File: src/hss_pkg.sv
// Shared types and constants for the hashrate share statistics core.
package hss_pkg;

    typedef enum logic [2:0] {
        OP_ADD_HASH = 3'd0,
        OP_ACCEPT   = 3'd1,
        OP_REJECT   = 3'd2,
        OP_BLOCK    = 3'd3,
        OP_TICK     = 3'd4
    } t_op;

    localparam logic [1:0] CFG_MIN_INTERVAL = 2'd0;
    localparam logic [1:0] CFG_BEST_SEED    = 2'd1;
    localparam logic [1:0] CFG_BLOCKS_SEED  = 2'd2;

    localparam int QUEUE_DEPTH = 2;

    typedef struct packed {
        logic [2:0]  op;
        logic [31:0] hash_count;
        logic [47:0] difficulty;
        logic [31:0] now_ms;
    } t_in_word;

    typedef struct packed {
        logic [47:0] hash_total;
        logic [39:0] rate_now;
        logic [39:0] rate_minute;
        logic [31:0] shares_accepted;
        logic [31:0] shares_rejected;
        logic [31:0] blocks_found;
        logic [47:0] session_best;
        logic [47:0] overall_best;
        logic [31:0] last_share_ms;
        logic        rate_updated;
    } t_out_word;

    // classified command passed from front to back
    typedef struct packed {
        logic        is_add;
        logic        is_accept;
        logic        is_reject;
        logic        is_block;
        logic        is_tick;
        logic [31:0] hash_count;
        logic [47:0] difficulty;
        logic [31:0] now_ms;
    } t_cmd;

endpackage

File: src/hss_front.sv
// Front end: accepts input words, decodes the op and queues commands.
module hss_front (
    input  logic              i_clk,
    input  logic              i_rst_n,
    input  logic              i_valid,
    output logic              o_ready,
    input  hss_pkg::t_in_word i_word,
    output logic              o_cmd_valid,
    input  logic              i_cmd_ready,
    output hss_pkg::t_cmd     o_cmd
);
    hss_pkg::t_cmd r_q [hss_pkg::QUEUE_DEPTH];
    logic          r_wp, r_rp;
    logic [1:0]    r_cnt;
    hss_pkg::t_cmd n_cmd;
    logic          push, pop;

    always_comb begin
        n_cmd            = '0;
        n_cmd.is_add     = (i_word.op == hss_pkg::OP_ADD_HASH);
        n_cmd.is_accept  = (i_word.op == hss_pkg::OP_ACCEPT);
        n_cmd.is_reject  = (i_word.op == hss_pkg::OP_REJECT);
        n_cmd.is_block   = (i_word.op == hss_pkg::OP_BLOCK);
        n_cmd.is_tick    = (i_word.op == hss_pkg::OP_TICK);
        n_cmd.hash_count = i_word.hash_count;
        n_cmd.difficulty = i_word.difficulty;
        n_cmd.now_ms     = i_word.now_ms;
    end

    assign o_ready     = (r_cnt != 2'd2);
    assign o_cmd_valid = (r_cnt != 2'd0);
    assign o_cmd       = r_q[r_rp];
    assign push        = i_valid && o_ready;
    assign pop         = o_cmd_valid && i_cmd_ready;

    always_ff @(posedge i_clk) begin
        if (push) begin
            r_q[r_wp] <= n_cmd;
        end
        if (!i_rst_n) begin
            r_wp  <= 1'b0;
            r_rp  <= 1'b0;
            r_cnt <= 2'd0;
        end else begin
            if (push) r_wp <= ~r_wp;
            if (pop) r_rp <= ~r_rp;
            r_cnt <= r_cnt + {1'b0, push} - {1'b0, pop};
        end
    end
endmodule

File: config.mk
export PLATFORM = sky130hd
export DESIGN_NAME = hss_front
export DESIGN_NICKNAME = d
export VERILOG_FILES = /design/src/hss_pkg.sv /design/src/hss_front.sv
export SDC_FILE = /design/constraint.sdc
export NUM_CORES = 1
export LEC_CHECK = 0
export BUFFER_PORTS_ARGS = -buffer_cell sky130_fd_sc_hd__buf_2
export CAP_MARGIN = 20
export CORE_MARGIN = 4
export CORE_UTILIZATION = 50
export DETAILED_ROUTE_END_ITERATION = 16
export GPL_TIMING_DRIVEN = 0
export HOLD_SLACK_MARGIN = 0.1
export PLACE_DENSITY = 0.76
export SETUP_SLACK_MARGIN = 0.4
export SYNTH_ARGS = -nofsm -noshare
export SYNTH_HDL_FRONTEND = slang
export SYNTH_SLANG_ARGS = --single-unit
File: constraint.sdc
create_clock -name i_clk -period 4.9 [get_ports i_clk]
set_clock_uncertainty 0.1 [all_clocks]
set_input_delay 0.49 -clock i_clk [delete_from_list [all_inputs] [get_ports i_clk]]
set_output_delay 0.49 -clock i_clk [all_outputs]
set_load 0.01 [all_outputs]
After elaboration in Yosys (flattened, before gate mapping)
Memory sizes are Yosys's and may differ from the RTL's. A register that Yosys moved wholly into a read port is not among the register bits.
Index checks and enable logic that the tools add are counted.
{ "op_classes": {"addsub": 2, "eq_ne": 5, "n_mux": 4, "n_reduce_logical": 4, "bitwise": 2} }
{ "op_table": {"columns": ["operator", "count"], "rows": [
  ["$eq 3x2->1 const B", 2],
  ["$mux 1", 4],
  ["$eq 3x1->1 const B", 1],
  ["$eq 3x3->1 const B", 1],
  ["$logic_not 3->1", 1],
  ["$add 2x1->2", 1],
  ["$logic_and 1x1->1", 2],
  ["$ne 2x2->1 const B", 1],
  ["$not 1->1", 2],
  ["$reduce_bool 2->1", 1],
  ["$sub 2x1->2", 1]
]} }
{ "word_totals": {"ram_bits": 234, "memories": 1, "out_inout_bits": 119, "reg_bits": 4} }
{ "memory_table": {"columns": ["name", "depth", "width", "read_ports", "rd_clocked_by_memory_dff", "write_ports", "line", "text"], "rows": [
  ["r_q", 2, 117, 1, 1, 1, "hss_front.sv:12", "hss_pkg::t_cmd r_q [hss_pkg::QUEUE_DEPTH];"]
]} }

Longest topological paths before layout
{ "logic_depth": {"ltp_word": 4, "depth_mapped": 6, "ltp_nobuf": 6} }

Worst setup path before layout
Ideal clock, no wire load.
{ "synth_path": {"path_type": "register to register", "start": "register r_cnt[0]", "end": "memory r_q[1][0] (netlist bit), enable pin", "arrival_ns": 3.382, "synth_period_minus_slack_ns": 3.972, "path_stages_with_launch": 3, "path_buffers": 0, "t_required_ns": 4.310, "setup_ns": 0.490, "setup_slack_ns": 0.928, "path_cell_list": "dfxtp_1 > nand2b_1 > and3_1"} }
{ "synth_between": {"elab_chain_len": 4} }
{ "synth_lines": {"columns": ["item", "line", "text"], "rows": [
  ["start: declaration", "hss_front.sv:14", "logic [1:0] r_cnt;"],
  ["start signal: assignment", "hss_front.sv:47", "r_cnt <= r_cnt + {1'b0, push} - {1'b0, pop};"],
  ["$ne 2x2->1", "hss_front.sv:30", "assign o_ready = (r_cnt != 2'd2);"],
  ["named net o_ready", "hss_front.sv:6", "output logic o_ready,"],
  ["$logic_and 1x1->1", "hss_front.sv:33", "assign push = i_valid && o_ready;"],
  ["$mux 1", "hss_front.sv:37", "if (push) begin"],
  ["$mux 1 (not written as such)", "hss_front.sv:38", "r_q[r_wp] <= n_cmd;"],
  ["end: declaration", "hss_front.sv:12", null]
]} }
The timed path passes the listed nets, and every way through them passes these cells.

==> results.json <==
{
  "holdWs_ns": 0.238,
  "outcome": "finished clean",
  "dr.pass1.iters": 4,
  "ys_async_sr_fraction": 0,
  "worstMarginPinSlew_ns": 0.877,
  "clk_root_buffer_cell": "clkbuf_16",
  "grt_max_degree": 61,
  "cp_common_cell": "buf_6",
  "p_leak_nw": 4.71,
  "synth_edf_count": 234,
  "drive_above_1_share": 0.509,
  "maxSlewHeadroom": 0.415,
  "finalCritPeriodShare": 0.497,
  "diodes": 0,
  "grt_antenna_before_repair": 0,
  "fillers": 1071,
  "critical_path_class": "register to output port",
  "drc": 0,
  "yosys_most_used_dff": "edfxtp_1",
  "arrival_ns": 1.84,
  "wl_per_cell_um": 18.6,
  "cp-start-kind": "register",
  "die_h_um": 141,
  "ant_nets": 0,
  "post-dp-hpwl_mm": 11.6,
  "wl_mm": 18.9,
  "initial_core_util": 0.512,
  "max_stage_delay_ns": 0.33,
  "vdd_drop_max_v": 0.000389,
  "die_w_um": 141,
  "cts_setup_buffers": 0,
  "hold_violations": 0,
  "syn_inst": 399,
  "ys_seq_elements": 239,
  "slowest_stage": "dfxtp_1",
  "synth.distinct_cells": 28,
  "overflow": 0,
  "power.total_w": 0.00550,
  "core_area_um2": 17300,
  "path_cells": "buf_6, buf_6, buf_6, mux2_4, buf_2",
  "num_rows": 48,
  "viasPerCell": 4.96,
  "hp-start": "i_word[112]",
  "htreeDepth": 1,
  "avgSynthCellArea_um2": 22.2,
  "cts_tree": "built",
  "cts_sinks": 239,
  "cap_violations": 0,
  "required_ns": 4.31,
  "fin_crit_ns": 2.43,
  "grt_pass1_vias": 5629,
  "synth_area_um2": 8850,
  "worstReg2RegStart": "r_cnt[0]",
  "area_growth_pct": 38.6,
  "end_kind": "output port",
  "clk_pin_slew_ns": 0.06,
  "num_vias": 5040,
  "finalSetupViolCount": 0,
  "rsz0062_at_grt": "false",
  "clk_latency_ns": 0.51,
  "numCtsBuffers": 24,
  "io_pins": 238,
  "nets": 897,
  "hold_path_class": "input port to register",
  "seq_area_frac_synth": 0.805,
  "first_iter_violations": 163,
  "synth_nets": 519,
  "fmax_mhz": 411,
  "cts_buffer_depth": 3,
  "port_buffers": 237,
  "grt_pass1_wl_mm": 29.5,
  "holdBufCountCts": 113,
  "utilization": 0.710,
  "cts-resized-gates": 0,
  "power_density_nw_per_um2": 448,
  "yosysWarnings": 0,
  "crit_fanout": 10,
  "final_max_slew_viol_count": 0,
  "track_usage": 0.187,
  "place_congestion": 0.763,
  "dieArea_um2": 19900
}
## placed cells by master, fill, tap and decap left out, types with 2 or more instances in the layout
master	Yosys	routed
buf_2	8	245
edfxtp_1	234	234
dlygate4sd3_1	0	113
mux2_2	87	87
mux2_4	30	30
clkbuf_16	0	24
clkinv_1	0	9
buf_6	5	5
dfxtp_1	5	5
nor2_1	4	4
clkbuf_1	0	4
nor3b_1	3	3
bufinv_16	0	3
o21ai_0	2	2
buf_16	0	2
## sequential cells by signal, indices dropped and copies added, names as in the netlist, named ones only
register,flops
r_cnt,2
r_rp,1
r_q,234
r_wp,1
## report_power, final
part           switching [W]  internal (W)
combinational       0.000599      0.000606
sequential         0.0000536       0.00248
clock               0.000707       0.00105
## cells in the mapped netlist, types with 2 or more instances
cell type | count | area share
mux2_4 | 30 | 0.051
inv_1 | 2 | 0.00085
edfxtp_1 | 234 | 0.79
mux2_2 | 87 | 0.11
nor3b_1 | 3 | 0.0025
buf_6 | 5 | 0.0064
buf_2 | 8 | 0.0045
nor2_1 | 4 | 0.0017
dfxtp_1 | 5 | 0.011
o21ai_0 | 2 | 0.0011
and3_1 | 2 | 0.0014
## kinds of logic after synthesis
logic type	after synthesis	synth area share
flip-flops	239	0.805
multiplexers	117	0.162
AND/OR/NAND/NOR	20	0.0144
buffers and inverters	15	0.0117
AO/OA/AOI/OAI	6	0.00495
XOR/XNOR	1	0.000989
adder cells (fa/ha/maj)	1	0.00141
## area by class of cell
class / instances / area [um2] / area share
sequential: 239 / 7130 / 0.581
timing repair buffer: 352 / 2370 / 0.193
multi-input combinational: 145 / 1630 / 0.133
clock buffer: 28 / 616 / 0.0502
tap: 225 / 282 / 0.0229
clock inverter: 13 / 140 / 0.0114
buffer: 13 / 96.3 / 0.00785
inverter: 2 / 12.5 / 0.00102
## stage by stage
step                setup TNS [ns]  setup WS (ns)  cells  instance area [um2]
global route                     0           2.37   1017                12300
floorplan                        0          0.928    399                 8850
finish                           0           2.47   1017                12300
detailed placement               0           2.60    863                10400
global placement            -36.17         -0.315    861                10300
CTS                              0           2.41   1017                12300
## layer usage
| layer | track usage | routed length [um] | up-vias |
|---|---|---|---|
| met5 | 0 | 0 | - |
| met4 | 0.0500 | 464 | 0 |
| met3 | 0.0509 | 1360 | 35 |
| met2 | 0.346 | 10200 | 196 |
| met1 | 0.212 | 6920 | 2469 |
| li1 | - | - | 2340 |
## worst max-delay path, delay by kind of cell, from the launching register on
kind | cells | cell delay (ns)
DFF | 1 | 0.33
muxes | 1 | 0.32
buffers and inverters | 4 | 0.67
## worst paths after layout
kind                 end  depth (start not counted)  slack (ns)
max            o_cmd[96]                          5        2.47
min          r_q[1][114]                          2        0.24
max reg2reg  r_q[1][113]                          3        2.65
min reg2reg         r_rp                          2        0.42
Power figures use the tool's default switching activity.
